### src/rtl/core/bmp24_stream_decoder_top_defines.svh
// Assertion macros for the BMP stream decoder top level.
// Expects signals named clk and rst_n in the scope where a macro is used.
`ifndef BMP24_STREAM_DECODER_TOP_DEFINES_SVH
`define BMP24_STREAM_DECODER_TOP_DEFINES_SVH

// Same-cycle implication, disabled during reset
`define BMP24_ASSERT_NOW(label, ante, cons, msg) \
    label: assert property (@(posedge clk) disable iff (!rst_n) (ante) |-> (cons)) \
        else $error(msg);

// Next-cycle implication, disabled during reset
`define BMP24_ASSERT_NEXT(label, ante, cons, msg) \
    label: assert property (@(posedge clk) disable iff (!rst_n) (ante) |=> (cons)) \
        else $error(msg);

`endif

### src/rtl/core/bmp24_pkg.sv
// Shared types, constants and helpers for the BMP stream decoder.
// No dependencies; used by the interfaces and all decoder modules.
`timescale 1ns / 1ps

package bmp24_pkg;

    // Image size limits
    localparam int MAX_WIDTH  = 4096;
    localparam int MAX_HEIGHT = 4096;

    // Counter widths follow the limits
    localparam int COL_W = (MAX_WIDTH > 1) ? $clog2(MAX_WIDTH) : 1;
    localparam int ROW_W = (MAX_HEIGHT > 1) ? $clog2(MAX_HEIGHT) : 1;

    // Field widths
    localparam int BYTE_W   = 8;
    localparam int STATUS_W = 3;
    localparam int IDX_W    = 12;
    localparam int HCNT_W   = 6;
    localparam int PHASE_W  = 2;

    // Header layout
    localparam logic [BYTE_W-1:0] MAGIC_B = 8'h42;
    localparam logic [BYTE_W-1:0] MAGIC_M = 8'h4D;
    localparam int FILE_HDR_BYTES = 14;
    localparam int INFO_BYTES     = 40;
    localparam int HDR_BYTES      = FILE_HDR_BYTES + INFO_BYTES;
    localparam int DEPTH_BITS     = 24;

    localparam logic [HCNT_W-1:0] POS_MAGIC0  = 6'd0;
    localparam logic [HCNT_W-1:0] POS_MAGIC1  = 6'd1;
    localparam logic [HCNT_W-1:0] POS_OFS_LO  = 6'd10;
    localparam logic [HCNT_W-1:0] POS_OFS_HI  = 6'd13;
    localparam logic [HCNT_W-1:0] POS_INFO_LO = 6'd14;
    localparam logic [HCNT_W-1:0] POS_INFO_HI = 6'd17;
    localparam logic [HCNT_W-1:0] POS_WID_LO  = 6'd18;
    localparam logic [HCNT_W-1:0] POS_WID_HI  = 6'd21;
    localparam logic [HCNT_W-1:0] POS_HGT_LO  = 6'd22;
    localparam logic [HCNT_W-1:0] POS_HGT_HI  = 6'd25;
    localparam logic [HCNT_W-1:0] POS_DEP_LO  = 6'd28;
    localparam logic [HCNT_W-1:0] POS_DEP_HI  = 6'd29;
    localparam logic [HCNT_W-1:0] POS_LAST    = 6'(HDR_BYTES - 1);

    // Parse phases
    localparam logic [PHASE_W-1:0] PH_HEADER = 2'd0;
    localparam logic [PHASE_W-1:0] PH_PIXEL  = 2'd1;
    localparam logic [PHASE_W-1:0] PH_DONE   = 2'd2;

    // Result status codes
    typedef logic [STATUS_W-1:0] status_t;
    localparam status_t ST_PIXEL      = 3'd0;
    localparam status_t ST_BAD_MAGIC  = 3'd1;
    localparam status_t ST_BAD_INFO   = 3'd2;
    localparam status_t ST_BAD_DEPTH  = 3'd3;
    localparam status_t ST_BAD_OFFSET = 3'd4;
    localparam status_t ST_TOO_LARGE  = 3'd5;

    // One result item
    typedef struct packed {
        status_t           status;
        logic [BYTE_W-1:0] red;
        logic [BYTE_W-1:0] green;
        logic [BYTE_W-1:0] blue;
        logic [IDX_W-1:0]  column;
        logic [IDX_W-1:0]  row_index;
        logic              last_pixel;
    } result_t;

    // Replace one byte lane of a little-endian word
    function automatic logic [31:0] put_byte(
        input logic [31:0]       word,
        input logic [BYTE_W-1:0] b,
        input logic [1:0]        lane
    );
        logic [31:0] w;
        begin
            w = word;
            case (lane)
                2'd0:    w[7:0]   = b;
                2'd1:    w[15:8]  = b;
                2'd2:    w[23:16] = b;
                default: w[31:24] = b;
            endcase
            return w;
        end
    endfunction

endpackage

### src/rtl/core/bmp24_in_if.sv
// Byte input channel of the BMP stream decoder: valid/ready plus file byte.
// Depends on bmp24_pkg for field widths.
`timescale 1ns / 1ps

interface bmp24_in_if;
    logic                           valid;
    logic                           ready;
    logic [bmp24_pkg::BYTE_W-1:0]   in_byte;
    logic                           start_of_file;

    modport source (output valid, output in_byte, output start_of_file, input ready);
    modport sink   (input valid, input in_byte, input start_of_file, output ready);
endinterface

### src/rtl/core/bmp24_out_if.sv
// Result channel of the BMP stream decoder: valid/ready plus pixel or error.
// Depends on bmp24_pkg for field widths.
`timescale 1ns / 1ps

interface bmp24_out_if;
    logic                           valid;
    logic                           ready;
    logic [bmp24_pkg::STATUS_W-1:0] status;
    logic [bmp24_pkg::BYTE_W-1:0]   red;
    logic [bmp24_pkg::BYTE_W-1:0]   green;
    logic [bmp24_pkg::BYTE_W-1:0]   blue;
    logic [bmp24_pkg::IDX_W-1:0]    column;
    logic [bmp24_pkg::IDX_W-1:0]    row_index;
    logic                           last_pixel;

    modport source (output valid, output status, output red, output green, output blue,
                    output column, output row_index, output last_pixel, input ready);
    modport sink   (input valid, input status, input red, input green, input blue,
                    input column, input row_index, input last_pixel, output ready);
endinterface

### src/rtl/core/bmp24_stream_decoder_top.sv
// Channel     | Dir | Contents
// ------------+-----+----------------------------------------------------------
// byte_in     | in  | in_byte, start_of_file: one BMP file byte per transfer
// pixel_out   | out | status, red, green, blue, column, row_index, last_pixel
//
// One byte is taken per cycle while byte_in is ready; the parser is combinational and
// its result is registered in the output register, or in the skid entry if that is held.
// A skid entry keeps byte_in ready while one result waits on pixel_out; it
// drops ready only when both entries are full. Reset (rst_n low) returns the
// parser to the header phase and empties the output buffer.
// Depends on bmp24_pkg, bmp24_in_if, bmp24_out_if, bmp24_parse, bmp24_obuf.
`timescale 1ns / 1ps
`include "bmp24_stream_decoder_top_defines.svh"

module bmp24_stream_decoder_top (
    input  logic        clk,
    input  logic        rst_n,
    bmp24_in_if.sink    byte_in,
    bmp24_out_if.source pixel_out
);

    logic                              fire;
    logic                              space;
    logic                              res_valid;
    bmp24_pkg::result_t                res;
    bmp24_pkg::result_t                out_data;
    logic [bmp24_pkg::PHASE_W-1:0]     phase;

    // Byte transfer
    assign fire          = byte_in.valid && byte_in.ready;
    assign byte_in.ready = space;

    bmp24_parse u_parse (
        .clk           (clk),
        .rst_n         (rst_n),
        .take          (fire),
        .in_byte       (byte_in.in_byte),
        .start_of_file (byte_in.start_of_file),
        .res_valid     (res_valid),
        .res           (res),
        .phase         (phase)
    );

    bmp24_obuf u_obuf (
        .clk       (clk),
        .rst_n     (rst_n),
        .push      (fire && res_valid),
        .push_data (res),
        .space     (space),
        .out_valid (pixel_out.valid),
        .out_ready (pixel_out.ready),
        .out_data  (out_data)
    );

    // Drive the result channel
    assign pixel_out.status     = out_data.status;
    assign pixel_out.red        = out_data.red;
    assign pixel_out.green      = out_data.green;
    assign pixel_out.blue       = out_data.blue;
    assign pixel_out.column     = out_data.column;
    assign pixel_out.row_index  = out_data.row_index;
    assign pixel_out.last_pixel = out_data.last_pixel;

    // Checks
    `BMP24_ASSERT_NOW(a_err_clean, res_valid && res.status != bmp24_pkg::ST_PIXEL, res.red == 8'd0 && res.column == 12'd0 && res.last_pixel == 1'b0, "error result carries pixel data")
    `BMP24_ASSERT_NOW(a_done_quiet, fire && !byte_in.start_of_file && phase == bmp24_pkg::PH_DONE, !res_valid, "result produced after parse finished")
    `BMP24_ASSERT_NEXT(a_res_lands, fire && res_valid, pixel_out.valid, "accepted result not presented")
    `BMP24_ASSERT_NOW(a_stall_full, !byte_in.ready, pixel_out.valid, "input stalled with empty output")

endmodule

### src/rtl/core/bmp24_parse.sv
// Header parser and pixel assembler: one file byte per transfer.
// Depends on bmp24_pkg; feeds its result into bmp24_obuf.
`timescale 1ns / 1ps

module bmp24_parse (
    input  logic                                 clk,
    input  logic                                 rst_n,
    input  logic                                 take,
    input  logic [bmp24_pkg::BYTE_W-1:0]         in_byte,
    input  logic                                 start_of_file,
    output logic                                 res_valid,
    output bmp24_pkg::result_t                   res,
    output logic [bmp24_pkg::PHASE_W-1:0]        phase
);

    logic [bmp24_pkg::PHASE_W-1:0] phase_reg, phase_next;
    logic [bmp24_pkg::HCNT_W-1:0]  hc_reg, hc_next;
    logic [31:0]                   offset_reg, offset_next;
    logic [31:0]                   info_reg, info_next;
    logic [31:0]                   width_reg, width_next;
    logic [31:0]                   height_reg, height_next;
    logic [15:0]                   depth_reg, depth_next;
    logic [bmp24_pkg::COL_W-1:0]   col_reg, col_next;
    logic [bmp24_pkg::ROW_W-1:0]   row_reg, row_next;
    logic [1:0]                    bip_reg, bip_next;
    logic [1:0]                    pad_reg, pad_next;
    logic [bmp24_pkg::BYTE_W-1:0]  blue_reg, blue_next;
    logic [bmp24_pkg::BYTE_W-1:0]  green_reg, green_next;

    // Effective phase and header position after a possible restart
    logic [bmp24_pkg::PHASE_W-1:0] ph;
    logic [bmp24_pkg::HCNT_W-1:0]  k;
    logic [bmp24_pkg::HCNT_W-1:0]  k_plus;
    logic [31:0]                   off_upd, info_upd, wid_upd, hgt_upd, dep_wide;
    logic [15:0]                   dep_upd;
    logic [31:0]                   col_ext, row_ext, col_plus, row_plus;
    logic                          last;

    assign ph     = start_of_file ? bmp24_pkg::PH_HEADER : phase_reg;
    assign k      = start_of_file ? '0 : hc_reg;
    assign k_plus = k + 6'd1;

    // Header words with the current byte merged in
    assign off_upd  = bmp24_pkg::put_byte(offset_reg, in_byte, 2'(k - bmp24_pkg::POS_OFS_LO));
    assign info_upd = bmp24_pkg::put_byte(info_reg, in_byte, 2'(k - bmp24_pkg::POS_INFO_LO));
    assign wid_upd  = bmp24_pkg::put_byte(width_reg, in_byte, 2'(k - bmp24_pkg::POS_WID_LO));
    assign hgt_upd  = bmp24_pkg::put_byte(height_reg, in_byte, 2'(k - bmp24_pkg::POS_HGT_LO));
    assign dep_wide = bmp24_pkg::put_byte(32'(depth_reg), in_byte,
                                          2'(k - bmp24_pkg::POS_DEP_LO));
    assign dep_upd  = dep_wide[15:0];

    // Pixel position arithmetic
    assign col_ext  = 32'(col_reg);
    assign row_ext  = 32'(row_reg);
    assign col_plus = col_ext + 32'd1;
    assign row_plus = row_ext + 32'd1;
    assign last     = (col_plus == width_reg) && (row_plus == height_reg);

    assign phase = phase_reg;

    // Next state and result for one accepted byte
    always_comb
    begin
        bmp24_pkg::status_t err;
        err         = bmp24_pkg::ST_PIXEL;
        phase_next  = phase_reg;
        hc_next     = hc_reg;
        offset_next = offset_reg;
        info_next   = info_reg;
        width_next  = width_reg;
        height_next = height_reg;
        depth_next  = depth_reg;
        col_next    = col_reg;
        row_next    = row_reg;
        bip_next    = bip_reg;
        pad_next    = pad_reg;
        blue_next   = blue_reg;
        green_next  = green_reg;
        res_valid   = 1'b0;
        res         = '0;

        if (take)
        begin
            phase_next = ph;
            hc_next    = k;
            case (ph)
                bmp24_pkg::PH_HEADER:
                begin
                    // Magic check on the first two bytes
                    if ((k == bmp24_pkg::POS_MAGIC0 && in_byte != bmp24_pkg::MAGIC_B) ||
                        (k == bmp24_pkg::POS_MAGIC1 && in_byte != bmp24_pkg::MAGIC_M))
                    begin
                        err = bmp24_pkg::ST_BAD_MAGIC;
                    end
                    else
                    begin
                        // Latch little-endian header fields
                        if (k inside {[bmp24_pkg::POS_OFS_LO:bmp24_pkg::POS_OFS_HI]})
                            offset_next = off_upd;
                        else if (k inside {[bmp24_pkg::POS_INFO_LO:bmp24_pkg::POS_INFO_HI]})
                            info_next = info_upd;
                        else if (k inside {[bmp24_pkg::POS_WID_LO:bmp24_pkg::POS_WID_HI]})
                            width_next = wid_upd;
                        else if (k inside {[bmp24_pkg::POS_HGT_LO:bmp24_pkg::POS_HGT_HI]})
                            height_next = hgt_upd;
                        else if (k inside {[bmp24_pkg::POS_DEP_LO:bmp24_pkg::POS_DEP_HI]})
                            depth_next = dep_upd;

                        // Field checks, first failure wins
                        if (k == bmp24_pkg::POS_INFO_HI &&
                            info_upd != 32'(bmp24_pkg::INFO_BYTES))
                            err = bmp24_pkg::ST_BAD_INFO;
                        else if (k == bmp24_pkg::POS_DEP_HI)
                        begin
                            if (dep_upd != 16'(bmp24_pkg::DEPTH_BITS))
                                err = bmp24_pkg::ST_BAD_DEPTH;
                            else if (offset_reg != 32'(bmp24_pkg::HDR_BYTES))
                                err = bmp24_pkg::ST_BAD_OFFSET;
                            else if (width_reg > 32'(bmp24_pkg::MAX_WIDTH) ||
                                     height_reg > 32'(bmp24_pkg::MAX_HEIGHT))
                                err = bmp24_pkg::ST_TOO_LARGE;
                        end

                        // Advance; enter pixel data after the last header byte
                        if (err == bmp24_pkg::ST_PIXEL)
                        begin
                            hc_next = k_plus;
                            if (k == bmp24_pkg::POS_LAST)
                            begin
                                hc_next  = '0;
                                col_next = '0;
                                row_next = '0;
                                bip_next = 2'd0;
                                pad_next = 2'd0;
                                phase_next = (width_reg == 32'd0 || height_reg == 32'd0) ?
                                             bmp24_pkg::PH_DONE : bmp24_pkg::PH_PIXEL;
                            end
                        end
                    end

                    // Report a failed check once, then go quiet
                    if (err != bmp24_pkg::ST_PIXEL)
                    begin
                        res_valid  = 1'b1;
                        res.status = err;
                        phase_next = bmp24_pkg::PH_DONE;
                    end
                end

                bmp24_pkg::PH_PIXEL:
                begin
                    if (pad_reg != 2'd0)
                    begin
                        // Drop row padding
                        pad_next = pad_reg - 2'd1;
                    end
                    else
                    begin
                        case (bip_reg)
                            2'd0:
                            begin
                                blue_next = in_byte;
                                bip_next  = 2'd1;
                            end
                            2'd1:
                            begin
                                green_next = in_byte;
                                bip_next   = 2'd2;
                            end
                            default:
                            begin
                                // Third byte completes the pixel
                                bip_next       = 2'd0;
                                res_valid      = 1'b1;
                                res.status     = bmp24_pkg::ST_PIXEL;
                                res.red        = in_byte;
                                res.green      = green_reg;
                                res.blue       = blue_reg;
                                res.column     = col_ext[bmp24_pkg::IDX_W-1:0];
                                res.row_index  = row_ext[bmp24_pkg::IDX_W-1:0];
                                res.last_pixel = last;
                                if (col_plus >= width_reg)
                                begin
                                    col_next = '0;
                                    row_next = bmp24_pkg::ROW_W'(row_plus);
                                    // Stored rows are padded to 4 bytes: pad = width mod 4
                                    pad_next = width_reg[1:0];
                                end
                                else
                                begin
                                    col_next = bmp24_pkg::COL_W'(col_plus);
                                end
                                if (last)
                                    phase_next = bmp24_pkg::PH_DONE;
                            end
                        endcase
                    end
                end

                default:
                begin
                    // Done (and the unused code): ignore bytes
                end
            endcase
        end
    end

    // Hold parse state
    always_ff @(posedge clk or negedge rst_n)
    begin
        if (!rst_n)
        begin
            phase_reg  <= bmp24_pkg::PH_HEADER;
            hc_reg     <= '0;
            offset_reg <= '0;
            info_reg   <= '0;
            width_reg  <= '0;
            height_reg <= '0;
            depth_reg  <= '0;
            col_reg    <= '0;
            row_reg    <= '0;
            bip_reg    <= 2'd0;
            pad_reg    <= 2'd0;
            blue_reg   <= '0;
            green_reg  <= '0;
        end
        else
        begin
            phase_reg  <= phase_next;
            hc_reg     <= hc_next;
            offset_reg <= offset_next;
            info_reg   <= info_next;
            width_reg  <= width_next;
            height_reg <= height_next;
            depth_reg  <= depth_next;
            col_reg    <= col_next;
            row_reg    <= row_next;
            bip_reg    <= bip_next;
            pad_reg    <= pad_next;
            blue_reg   <= blue_next;
            green_reg  <= green_next;
        end
    end

endmodule

### src/rtl/core/bmp24_obuf.sv
// Result register with one skid entry between the parser and the output channel.
// Depends on bmp24_pkg for the result type.
`timescale 1ns / 1ps

module bmp24_obuf (
    input  logic               clk,
    input  logic               rst_n,
    input  logic               push,
    input  bmp24_pkg::result_t push_data,
    output logic               space,
    output logic               out_valid,
    input  logic               out_ready,
    output bmp24_pkg::result_t out_data
);

    logic               main_valid_reg, main_valid_next;
    logic               skid_valid_reg, skid_valid_next;
    bmp24_pkg::result_t main_reg, main_next;
    bmp24_pkg::result_t skid_reg, skid_next;
    logic               pop;

    assign pop       = main_valid_reg && out_ready;
    assign space     = !skid_valid_reg;
    assign out_valid = main_valid_reg;
    assign out_data  = main_reg;

    // Move results between the output register and the skid entry
    always_comb
    begin
        main_valid_next = main_valid_reg;
        skid_valid_next = skid_valid_reg;
        main_next       = main_reg;
        skid_next       = skid_reg;
        if (skid_valid_reg)
        begin
            if (pop)
            begin
                main_next       = skid_reg;
                skid_valid_next = 1'b0;
            end
        end
        else if (push)
        begin
            if (!main_valid_reg || pop)
            begin
                main_next       = push_data;
                main_valid_next = 1'b1;
            end
            else
            begin
                skid_next       = push_data;
                skid_valid_next = 1'b1;
            end
        end
        else if (pop)
        begin
            main_valid_next = 1'b0;
        end
    end

    // Hold valid flags; payload needs no reset
    always_ff @(posedge clk or negedge rst_n)
    begin
        if (!rst_n)
        begin
            main_valid_reg <= 1'b0;
            skid_valid_reg <= 1'b0;
        end
        else
        begin
            main_valid_reg <= main_valid_next;
            skid_valid_reg <= skid_valid_next;
        end
    end

    always_ff @(posedge clk)
    begin
        main_reg <= main_next;
        skid_reg <= skid_next;
    end

endmodule

### src/flat_wrapper.sv
// flat-port wrapper written by rule: the top's interface ports become plain ports
module bmp24_stream_decoder_top_flat 
  (clk, rst_n, byte_in_valid, byte_in_in_byte, byte_in_start_of_file, byte_in_ready, pixel_out_valid, pixel_out_status, pixel_out_red, pixel_out_green, pixel_out_blue, pixel_out_column, pixel_out_row_index, pixel_out_last_pixel, pixel_out_ready);
  bmp24_in_if byte_in_i ();
  bmp24_out_if pixel_out_i ();
  input  logic clk;
  input  logic rst_n;
  input wire logic [$bits(byte_in_i.valid)-1:0] byte_in_valid;
  input wire logic [$bits(byte_in_i.in_byte)-1:0] byte_in_in_byte;
  input wire logic [$bits(byte_in_i.start_of_file)-1:0] byte_in_start_of_file;
  output wire logic [$bits(byte_in_i.ready)-1:0] byte_in_ready;
  output wire logic [$bits(pixel_out_i.valid)-1:0] pixel_out_valid;
  output wire logic [$bits(pixel_out_i.status)-1:0] pixel_out_status;
  output wire logic [$bits(pixel_out_i.red)-1:0] pixel_out_red;
  output wire logic [$bits(pixel_out_i.green)-1:0] pixel_out_green;
  output wire logic [$bits(pixel_out_i.blue)-1:0] pixel_out_blue;
  output wire logic [$bits(pixel_out_i.column)-1:0] pixel_out_column;
  output wire logic [$bits(pixel_out_i.row_index)-1:0] pixel_out_row_index;
  output wire logic [$bits(pixel_out_i.last_pixel)-1:0] pixel_out_last_pixel;
  input wire logic [$bits(pixel_out_i.ready)-1:0] pixel_out_ready;
  assign byte_in_i.valid = byte_in_valid;
  assign byte_in_i.in_byte = byte_in_in_byte;
  assign byte_in_i.start_of_file = byte_in_start_of_file;
  assign byte_in_ready = byte_in_i.ready;
  assign pixel_out_valid = pixel_out_i.valid;
  assign pixel_out_status = pixel_out_i.status;
  assign pixel_out_red = pixel_out_i.red;
  assign pixel_out_green = pixel_out_i.green;
  assign pixel_out_blue = pixel_out_i.blue;
  assign pixel_out_column = pixel_out_i.column;
  assign pixel_out_row_index = pixel_out_i.row_index;
  assign pixel_out_last_pixel = pixel_out_i.last_pixel;
  assign pixel_out_i.ready = pixel_out_ready;
  bmp24_stream_decoder_top u_core (.clk(clk), .rst_n(rst_n), .byte_in(byte_in_i), .pixel_out(pixel_out_i));
endmodule
### config.mk
export PLATFORM = sky130hd
export DESIGN_NAME = bmp24_stream_decoder_top_flat
export DESIGN_NICKNAME = d
export VERILOG_FILES = /design/src/rtl/core/bmp24_pkg.sv /design/src/rtl/core/bmp24_in_if.sv /design/src/rtl/core/bmp24_out_if.sv /design/src/rtl/core/bmp24_stream_decoder_top.sv /design/src/rtl/core/bmp24_parse.sv /design/src/rtl/core/bmp24_obuf.sv /design/src/flat_wrapper.sv
export VERILOG_INCLUDE_DIRS = /design/src /design/src/rtl/core
export SDC_FILE = /design/constraint.sdc
export NUM_CORES = 1
export LEC_CHECK = 0
export ABC_AREA = 1
export BUFFER_PORTS_ARGS = -buffer_cell sky130_fd_sc_hd__buf_2
export CAP_MARGIN = 20
export CORE_ASPECT_RATIO = 1.4
export CORE_MARGIN = 5
export CORE_UTILIZATION = 40
export DETAILED_ROUTE_END_ITERATION = 10
export GPL_TIMING_DRIVEN = 0
export PLACE_DENSITY = 0.67
export SLEW_MARGIN = 20
export SYNTH_ARGS = -nofsm -noshare
export SYNTH_HDL_FRONTEND = slang
export SYNTH_SLANG_ARGS = --single-unit
### constraint.sdc
create_clock -name clk -period 7.1 [get_ports clk]
set_input_delay 0 -clock clk [delete_from_list [all_inputs] [get_ports clk]]
set_output_delay 0 -clock clk [all_outputs]
set_load 0.02 [all_outputs]
# ---- Word level (Yosys, flattened, before mapping)
# Cells that the tools add are included.
dict set report word_totals {
  output_inout_bits 54
  mem_bits_rw 0
  register_bits 302
  latch_bits 0
  mem_bits_ro 0
  mem_count 0
}
dict set report classes {
  bitwise 11
  div_mod_pow 0
  add_sub_neg 9
  shifts 0
  eq_ne 32
  magnitude_cmp 13
  reduce_logical 63
  n_mul 0
  muxes 75
}
# operator n
set ops {}
lappend ops {{$mux 52} 5}
lappend ops {{$mux 49} 3}
lappend ops {{$mux 12} 9}
lappend ops {{$eq 13x32->1} 2}
lappend ops {{$gt 32x13->1 const B} 2}
lappend ops {{$logic_not 32->1} 2}
lappend ops {{$ne 32x6->1 const B} 2}
lappend ops {{$mux 8} 6}
lappend ops {{$pmux 12 s2} 2}
lappend ops {{$reduce_and 8->1} 6}
lappend ops {{$reduce_and 7->1} 6}
lappend ops {{$mux 3} 12}
lappend ops {{$ge 13x32->1} 1}
lappend ops {{$mux 2} 16}
lappend ops {{$mux 6} 5}
lappend ops {{$add 12x1->13 const B} 2}
lappend ops {{$reduce_and 5->1} 5}
lappend ops {{$le 6x5->1 const B} 4}
lappend ops {{$ge 6x5->1 const B} 3}
lappend ops {{$ne 16x5->1 const B} 1}
lappend ops {{$ne 8x7->1 const B} 2}
lappend ops {{$pmux 2 s2} 4}
lappend ops {{$eq 2x1->1 const B} 7}
lappend ops {{$logic_not 2->1} 7}
lappend ops {{other kinds (28)} 89}

# ---- Longest topological paths before layout
# Gate-level depths: netlist of the first run.
dict set report depth {
  depth_word 21
  mapped_depth 22
  depth_no_buf 21
}

# ---- Hierarchy
# Synthesis of the first run repeated with hierarchy kept, for this count alone.
dict set report unflattened {
  cells_unflattened 1739
  area_unflattened_um2 14538.9
}
# mod n_inst cells_per_inst area_each_um2 seq_area_each_um2
set by_module_without_submodules {}
lappend by_module_without_submodules {bmp24_parse 1 1446 10591.4 4904.7}
lappend by_module_without_submodules {bmp24_obuf 1 289 3930.0 3173.0}
lappend by_module_without_submodules {bmp24_stream_decoder_top 1 4 17.5 0.0}

# ---- Worst setup path after synthesis of the first run
# Ideal clock, no wire load.
dict set report synth_path {
  path_kind {reg-to-reg}
  start {register u_core.u_parse.hc_reg[0] in the netlist's numbering}
  end {register u_core.u_obuf.main_reg, in the netlist u_core.u_obuf.out_data[0] (enable)}
  required_ns 6.624
  setup_time_ns 0.476
  arrival_time_ns 4.561
  setup_slack_ns 2.063
  path_buffers 1
  stages_incl_launch_ff 17
  cell_sequence {dfrtp_1 > inv_1 > nor2_1 > inv_1 > ha_1 > buf_4 > nand2_1 > o21ai_0 > nor2_1 > nand4_1 > nor2_1 > nand3_1 > nand2_2 > nand2_1 > nand2_1 > nand2_1 > a21boi_1}
}
dict set report synth_via {
  elab_chain_len 21
  elab_cells_between_ends 41
  classes_between {add/sub (2); eq/ne (8); mux (19); reduce/logical (12)}
}
# element line
set synth_rtl {}
lappend synth_rtl {{start: declaration} bmp24_parse.sv:17} ;# logic [bmp24_pkg::HCNT_W-1:0] hc_reg, hc_next;
lappend synth_rtl {{start signal: assignment} bmp24_parse.sv:230} ;# hc_reg <= hc_next;
lappend synth_rtl {{$mux 6 *} bmp24_parse.sv:40} ;# assign k = start_of_file ? '0 : hc_reg;
lappend synth_rtl {{$sub 2x2->2 or $sub 2x1->2 (tied branches)} {bmp24_parse.sv:45, bmp24_parse.sv:49}}
lappend synth_rtl {{$eq 2x2->1 (tied with other cells)} bmp24_pkg.sv:78} ;# case (lane)
lappend synth_rtl {{$reduce_or 3->1 (no source line) or $mux 8 (tied branches)} -}
lappend synth_rtl {{$mux 8 or $ne 16x5->1 (tied branches)} {bmp24_pkg.sv:78, bmp24_parse.sv:115}}
lappend synth_rtl {{$ne 32x6->1 or $mux 3 (tied branches)} {bmp24_parse.sv:111, bmp24_parse.sv:115}}
lappend synth_rtl {{$logic_and 1x1->1 or $mux 3 (tied branches)} {bmp24_parse.sv:110, bmp24_parse.sv:113}}
lappend synth_rtl {{$mux 3} bmp24_parse.sv:110} ;# if (k == bmp24_pkg::POS_INFO_HI &&
lappend synth_rtl {{[5 not listed]} -}
lappend synth_rtl {{$mux 3 *} bmp24_parse.sv:82} ;# if (take)
lappend synth_rtl {{$reduce_bool 3->1 *} bmp24_parse.sv:142} ;# if (err != bmp24_pkg::ST_PIXEL)
lappend synth_rtl {{$mux 1 *} bmp24_parse.sv:142}
lappend synth_rtl {{$pmux 1 s2 *} bmp24_parse.sv:86} ;# case (ph)
lappend synth_rtl {{$mux 1 *} bmp24_parse.sv:82}
lappend synth_rtl {{$logic_and 1x1->1 *} bmp24_stream_decoder_top.sv:47} ;# .push (fire && res_valid),
lappend synth_rtl {{$reduce_bool 2->1 (no source line) *} -}
lappend synth_rtl {{$reduce_and 3->1 (no source line) *} -}
lappend synth_rtl {{end signal: assignment} bmp24_obuf.sv:78} ;# main_reg <= main_next;
lappend synth_rtl {{end: declaration} bmp24_obuf.sv:18} ;# bmp24_pkg::result_t main_reg, main_next;
# Mark *: on every way between the ends. The rest lies on a longest branch, timed or not. The select of a mux whose other input is x is not followed.
# A chain may end at the register's enable or synchronous reset.

# ---- Worst setup path in the final report of the first run
dict set report layout_path {
  start {register u_core.u_parse.hc_reg[0] in the netlist's numbering}
  end {register u_core.u_obuf.skid_reg[6] in the netlist's numbering (enable)}
}
dict set report layout_via {
  elab_chain_len 20
  elab_cells_between_ends 40
  classes_between {add/sub (2); eq/ne (8); mux (19); reduce/logical (11)}
}
# element line
set layout_rtl {}
lappend layout_rtl {{$mux 6 *} bmp24_parse.sv:40}
lappend layout_rtl {{$sub 2x2->2 or $sub 2x1->2 (tied branches)} {bmp24_parse.sv:45, bmp24_parse.sv:49}}
lappend layout_rtl {{$eq 2x2->1 (tied with other cells)} bmp24_pkg.sv:78}
lappend layout_rtl {{$reduce_or 3->1 (no source line) or $mux 8 (tied branches)} -}
lappend layout_rtl {{$mux 8 or $ne 16x5->1 (tied branches)} {bmp24_pkg.sv:78, bmp24_parse.sv:115}}
lappend layout_rtl {{$ne 32x6->1 or $mux 3 (tied branches)} {bmp24_parse.sv:111, bmp24_parse.sv:115}}
lappend layout_rtl {{$logic_and 1x1->1 or $mux 3 (tied branches)} {bmp24_parse.sv:110, bmp24_parse.sv:113}}
lappend layout_rtl {{$mux 3} bmp24_parse.sv:110}
lappend layout_rtl {{[4 not listed]} -}
lappend layout_rtl {{$mux 3 *} bmp24_parse.sv:86}
lappend layout_rtl {{$mux 3 *} bmp24_parse.sv:82}
lappend layout_rtl {{$reduce_bool 3->1 *} bmp24_parse.sv:142}
lappend layout_rtl {{$mux 1 *} bmp24_parse.sv:142}
lappend layout_rtl {{$pmux 1 s2 *} bmp24_parse.sv:86}
lappend layout_rtl {{$mux 1 *} bmp24_parse.sv:82}
lappend layout_rtl {{$logic_and 1x1->1 *} bmp24_stream_decoder_top.sv:47}
lappend layout_rtl {{$reduce_and 3->1 (no source line) *} -}
lappend layout_rtl {{end signal: assignment} bmp24_obuf.sv:79} ;# skid_reg <= skid_next;
lappend layout_rtl {{end: declaration} bmp24_obuf.sv:19} ;# bmp24_pkg::result_t skid_reg, skid_next;
# Marks and branches as above.

==> results.json, run 1 <==
{
  "vias": 11300,
  "seq_area_frac_synth_pct": 56.4,
  "die_area_um2": 39800,
  "syn_inst": 1654,
  "drt_iter0_markers": 762,
  "htreeDepth": 1,
  "reg2reg_slack_ps": 2580,
  "relSlewSlack_pct": 47.6,
  "fin_nets": 1802,
  "drcViolationCount": 0,
  "insertion_delay_ps": 570,
  "start_util_pct": 40.3,
  "cp-end-kind": "register",
  "cts_resized": 0,
  "vias_per_cell": 5.00,
  "ys_seq_elements": 302,
  "power_density_nw_per_um2": 211,
  "antenna_cells": 0,
  "synth_top_area_cell": "dfrtp_1",
  "register_area_um2": 8080,
  "postCtsSetupBuffers": 0,
  "cpMostUsedCell": "nand2_1",
  "regToRegStartpoint": "u_core.u_parse.hc_reg[0]",
  "cts_tree": "built",
  "hold_viol": 0,
  "total_power_mw": 3.51,
  "startpoint_type": "register",
  "slew_viol_final": 0,
  "clk_path_buf_depth": 3,
  "grt_use_total_pct": 17.0,
  "postCtsHoldBufs": 13,
  "critPathTopFamily": "simple AND/OR/NAND/NOR gates",
  "startpoint": "u_core.u_parse.hc_reg[0]",
  "rsz0062_at_grt": "no",
  "multi_input_area_um2": 5350,
  "synth_common_cells": "460 x nand2_1, 215 x o21ai_0, 198 x dfrtp_1, 196 x nor2_1, 154 x inv_1",
  "crit_chain": "inv_1 -> nor2_1 -> inv_1 -> ha_1 -> buf_4 -> nand2_1 -> o21ai_0 -> nor2_1 -> nand4_1 -> nor2_1 -> nand3_1 -> nand2_2 -> nand2_1 -> nand2_1 -> nand2_1 -> nor2_4 -> buf_12",
  "syn_area_um2": 14300,
  "final_antenna_net_count": 0,
  "root_buffer": "clkbuf_16",
  "fin_setup_tns_ps": 0,
  "met2_usage_pct": 31.5,
  "timing.final.crit_share_pct": 63.6,
  "grt_pass1_vias": 11000,
  "worst_pin_slew_ps": 785,
  "fin_skew_ps": 11.0,
  "synth-main-ff-cell": "dfrtp_1",
  "die_h_um": 234,
  "drive_gt1_share_pct": 10.7,
  "area_growth_pct": 15.7,
  "setup_viol": 0,
  "status": "finished, final reports clean",
  "cp_max_fo": 27,
  "r2r_cells": 17,
  "synth_top_area_share_pct": 34.6,
  "overflow": 0,
  "io_pins": 67,
  "antenna_found_initial": 0,
  "hold_path.class": "input port to asynchronous set/reset pin",
  "grt_first_pass_wirelength_um": 55400,
  "grt-busiest-layer": "met2",
  "synth_area_per_cell_um2": 8.67,
  "ys_async_sr_fraction_pct": 65.6,
  "portBuffers": 66,
  "fillers": 3392,
  "ys_top_cells_by_area": "dfrtp_1 35%, edfxtp_1 22%, nand2_1 12%, o21ai_0 7.5%, nor2_1 5.1%",
  "slowest_stage": "nor2_4",
  "max_stage_delay_ps": 700,
  "max_freq_mhz": 221,
  "syn_nets": 1686,
  "crit_type": "register to register",
  "cts_buffers": 30,
  "grt_use_met3_pct": 1.89,
  "cap_violations": 0,
  "ys_types": 40,
  "core.rowCount": 82,
  "place.gp.congestion": 0.946,
  "place_hpwl_um": 24600,
  "cp.arrival_ps": 4780,
  "irDropWorstVdd_mv": 0.174,
  "r2r-end": "u_core.u_obuf.skid_reg[6]",
  "first_pass_iters": 5,
  "grt_start_max_net_pins": 75,
  "p_leak_nw": 7.89,
  "globalRouteMet1Util_pct": 20.6,
  "worst_ep_required_time_ps": 7360,
  "cts.sinks": 302,
  "crit_buf_inv": 4,
  "synth_edf_count": 104,
  "core_area_um2": 35600,
  "synthMostInstantiatedCell": "nand2_1",
  "clk_pin_slew_ps": 60,
  "fin_crit_ps": 4520,
  "drt-total-wl_um": 34200,
  "die_w_um": 170,
  "yosysWarnings": 0,
  "wl_per_cell_um": 15.1
}
[per-layer routing]
metal | vias up | routed length [um] | share of wire [%]
met3 | 64 | 1480 | 4.3
met4 | 0 | 1050 | 3.1
met2 | 229 | 17900 | 52
met5 | - | 0 | 0
met1 | 5336 | 13800 | 40
li1 | 5646 | - | -
[cell families after synthesis]
kind of cell | share of synthesized area (%)
adder cells (fa/ha/maj) | 1.66
buffers and inverters | 6.46
AO/OA/AOI/OAI | 11.0
AND/OR/NAND/NOR | 22.5
flip-flops | 56.4
XOR/XNOR | 1.17
multiplexers | 0.856
[worst register-to-register path, delay by kind of cell (launching register included)]
family,cells,cell delay [ps]
and+or+nand+nor,11,2630
buffers and inverters,4,710
DFF,1,350
adders and majority gates,1,340
AOI/OAI and AO/OA,1,160
[final cells by class]
type,count,area share [%]
Tap cell,462,3.49
Inverter,165,3.74
Clock inverter,21,1.45
Sequential cell,302,48.7
Buffer,65,1.85
Multi-Input combinational cell,1122,32.3
Clock buffer,35,4.76
Timing Repair Buffer,84,3.73
[through the flow]
| step | setup slack [ps] | std cells | instance area (um^2) | hold WS (ps) | util [%] |
|---|---|---|---|---|---|
| finish | 2580 | 2256 | 16600 | 21.8 | 46.6 |
| global placement | 79.3 | 2182 | 15200 | 327 | 42.8 |
| CTS | 2570 | 2256 | 16600 | 20.3 | 46.6 |
| floorplan | 2060 | 1654 | 14300 | -296 | - |
| global route | 2320 | 2256 | 16600 | 57.8 | 46.6 |
| detailed placement | 2610 | 2187 | 15400 | -24.4 | 43.3 |
[layout by cell type, fill, tap and decap left out, types with 3 or more instances in the layout]
cell type,instances
nand4_1,30
nand2_1,460
a21oi_1,24
clkbuf_16,30
and2_1,5
dlygate4sd3_1,12
buf_16,5
clkbuf_1,42
clkinv_2,5
bufinv_16,4
nor2_4,6
nor2_1,195
o21ai_1,30
o31ai_1,11
nand3_1,48
buf_2,85
xor2_1,14
edfxtp_1,104
clkinv_4,4
nand2_4,3
nor3_1,12
o21ai_0,215
nand3_2,3
o22ai_1,11
clkinv_1,8
dfrtp_1,198
buf_6,4
ha_1,19
nand2_2,9
inv_2,6
mux2_2,10
inv_1,154
[report_power, final]
part / leakage (nW) / switching, mW / total (mW) / internal (mW)
sequential: 3.65 / 0 / 1.79 / 1.79
clock: 0.503 / 0.688 / 1.64 / 0.950
combinational: 3.73 / 0.0575 / 0.0746 / 0.0171
[how the worst max path moves through the flow]
stage,to,slack (ps),depth (start not counted)
after detailed placement,u_core.u_obuf.skid_reg[10],2610,17
after CTS,u_core.u_obuf.skid_reg[6],2570,17
after floorplan,u_core.u_obuf.out_data[0],2060,16
after global routing,u_core.u_obuf.skid_reg[7],2320,17
after global placement,u_core.u_obuf.out_data[0],80,16
final,u_core.u_obuf.skid_reg[6],2580,17
Power figures use the tool's default switching activity.
==> run 2, diff against run 1 <==
--- a/config.mk
+++ b/config.mk
@@ -14,7 +14,7 @@
 export CORE_UTILIZATION = 40
 export DETAILED_ROUTE_END_ITERATION = 10
 export GPL_TIMING_DRIVEN = 0
-export PLACE_DENSITY = 0.67
+export PLACE_DENSITY = 0.69
 export SLEW_MARGIN = 20
 export SYNTH_ARGS = -nofsm -noshare
 export SYNTH_HDL_FRONTEND = slang
==> constraint.sdc (replaced) <==
create_clock -name clk -period 3.7 [get_ports clk]
set_input_delay 0 -clock clk [delete_from_list [all_inputs] [get_ports clk]]
set_output_delay 0 -clock clk [all_outputs]
set_load 0.02 [all_outputs]
==> results.json, run 2 (synthesis results as in run 1) <==
{
  "status": "finished, final reports clean",
  "fin_ws_ps": 191,
  "p_leak_nw": 7.92,
  "hold_path.class": "input port to register",
  "overflow": 0,
  "core.rowCount": 82,
  "cts_tree": "built",
  "grt_first_pass_wirelength_um": 56200,
  "slowest_stage": "dfrtp_1",
  "max_stage_delay_ps": 350,
  "grt_pass1_vias": 11200,
  "cp_max_fo": 23,
  "drt_iter0_markers": 691,
  "hold-worst-slack_ps": 333,
  "timing.final.crit_share_pct": 94.8,
  "fin_skew_ps": 18.3,
  "relSlewSlack_pct": 51.4,
  "startpoint_type": "register",
  "root_buffer": "clkbuf_16",
  "worst_pin_slew_ps": 729,
  "cts.sinks": 302,
  "place_hpwl_um": 24700,
  "hold_viol": 0,
  "layout_common_cells": "459 x nand2_1, 211 x o21ai_0, 198 x dfrtp_1",
  "wl_per_cell_um": 15.2,
  "fin_nets": 1809,
  "start_util_pct": 40.3,
  "clk_path_buf_depth": 3,
  "cp-end-kind": "register",
  "die_w_um": 170,
  "dp_slack_ps": -750,
  "crit_type": "register to register",
  "clk_pin_slew_ps": 70,
  "cap_violations": 0,
  "crit_buf_inv": 5,
  "vias_per_cell": 5.05,
  "io_pins": 67,
  "fin_crit_ps": 3510,
  "htreeDepth": 1,
  "area_growth_pct": 16.4,
  "grt_use_total_pct": 17.4,
  "crit_chain": "inv_1 -> nor2_4 -> inv_1 -> ha_4 -> buf_4 -> nand2_1 -> o21ai_0 -> nor2_1 -> nand4_1 -> nor2_2 -> nand3_2 -> nand2_2 -> nand2_1 -> nand2_1 -> nand2_4 -> a21boi_4 -> buf_16 -> buf_16",
  "drive_gt1_share_pct": 11.7,
  "drcViolationCount": 0,
  "cts_buffers": 30,
  "cpMostUsedCell": "nand2_1",
  "grt_start_max_net_pins": 93,
  "antenna_cells": 0,
  "insertion_delay_ps": 570,
  "fin_setup_tns_ps": 0,
  "worst_ep_required_time_ps": 3960,
  "max_freq_mhz": 285,
  "core_area_um2": 35600,
  "portBuffers": 66,
  "cp.arrival_ps": 3770,
  "antenna_found_initial": 0,
  "irDropWorstVdd_mv": 0.381,
  "fin_area_um2": 16700,
  "die_area_um2": 39800,
  "critPathTopFamily": "simple AND/OR/NAND/NOR gates",
  "vias": 11400,
  "placed_area_um2": 15400,
  "place.gp.congestion": 0.946,
  "final_common_cell": "nand2_1",
  "first_pass_iters": 5,
  "final_antenna_net_count": 0,
  "die_h_um": 234,
  "slew_viol_final": 0,
  "power_density_nw_per_um2": 400,
  "setup_viol": 0,
  "drt-total-wl_um": 34400
}
==> run 2: cell types whose count changed in the layout (fill, tap and decap cells not counted), sizes merged <==
cell | previous run | this run
clkbuf | 74 | 83
buf | 98 | 103
clkinv | 18 | 13
bufinv | 4 | 1
dlygate4sd3 | 12 | 13
inv | 162 | 161
nor2 | 201 | 202
==> run 2: final cells by class <==
| type | instances | area, um^2 |
|---|---|---|
| fill | 3334 | 18900 |
| tap | 462 | 578 |
| clock buffer | 44 | 915 |
| sequential | 302 | 8080 |
| multi-input combinational | 1123 | 5410 |
| buffer | 65 | 308 |
| inverter | 165 | 619 |
| clock inverter | 12 | 113 |
| timing repair buffer | 90 | 658 |
==> run 2: stage by stage <==
| stage | utilization [%] | cells | total power [mW] |
|---|---|---|---|
| floorplan | - | 1654 | 3.54 |
| global placement | 42.9 | 2182 | 3.63 |
| detailed placement | 43.3 | 2187 | 3.64 |
| CTS | 46.7 | 2261 | 6.73 |
| global route | 46.8 | 2263 | 6.88 |
| finish | 46.8 | 2263 | 6.66 |
==> run 2: power breakdown <==
part	switching, mW	total [mW]	internal (mW)
registers	0	3.44	3.44
logic	0.110	0.142	0.0327
clock network	1.29	3.08	1.79
==> run 2: tightest hold or removal path, stage by stage <==
cell and delay (ps):
dlygate4sd3_1 550, buf_2 130, inv_1 50, o21ai_0 70, nand2_1 60
==> run 2: final timing paths <==
check	start	endpoint	slack [ps]	cells past startpoint
worst max-delay path	u_core.u_parse.hc_reg[0]	u_core.u_obuf.out_data[0]	190	18
worst min-delay path	pixel_out_ready	u_core.u_obuf.out_valid	330	5
worst max register to register	u_core.u_parse.hc_reg[0]	u_core.u_obuf.out_data[0]	190	18
worst min register to register	u_core.u_parse.info_reg[9]	u_core.u_parse.info_reg[9]	480	2
max in group asynchronous	rst_n	u_core.u_parse.row_reg[4]	2360	5
min in group asynchronous	rst_n	u_core.u_parse.height_reg[20]	490	4
==> run 2: timing repair <==
action | in CTS | in global routing
hold buffers | 14 | 0
gates resized for setup | 8 | 11
endpoints found under the setup margin | 105 | 96
pin swaps | 2 | 3
gates cloned | 1 | 0
buffers inserted | 3 | 2
hold endpoints to repair | 155 | 0
==> run 2: metal layers <==
metal | global-route usage (%) | wire length [um]
met5 | 0 | 0
met1 | 20.8 | 13800
met3 | 1.89 | 1470
met2 | 31.0 | 17500
met4 | 8.46 | 1610
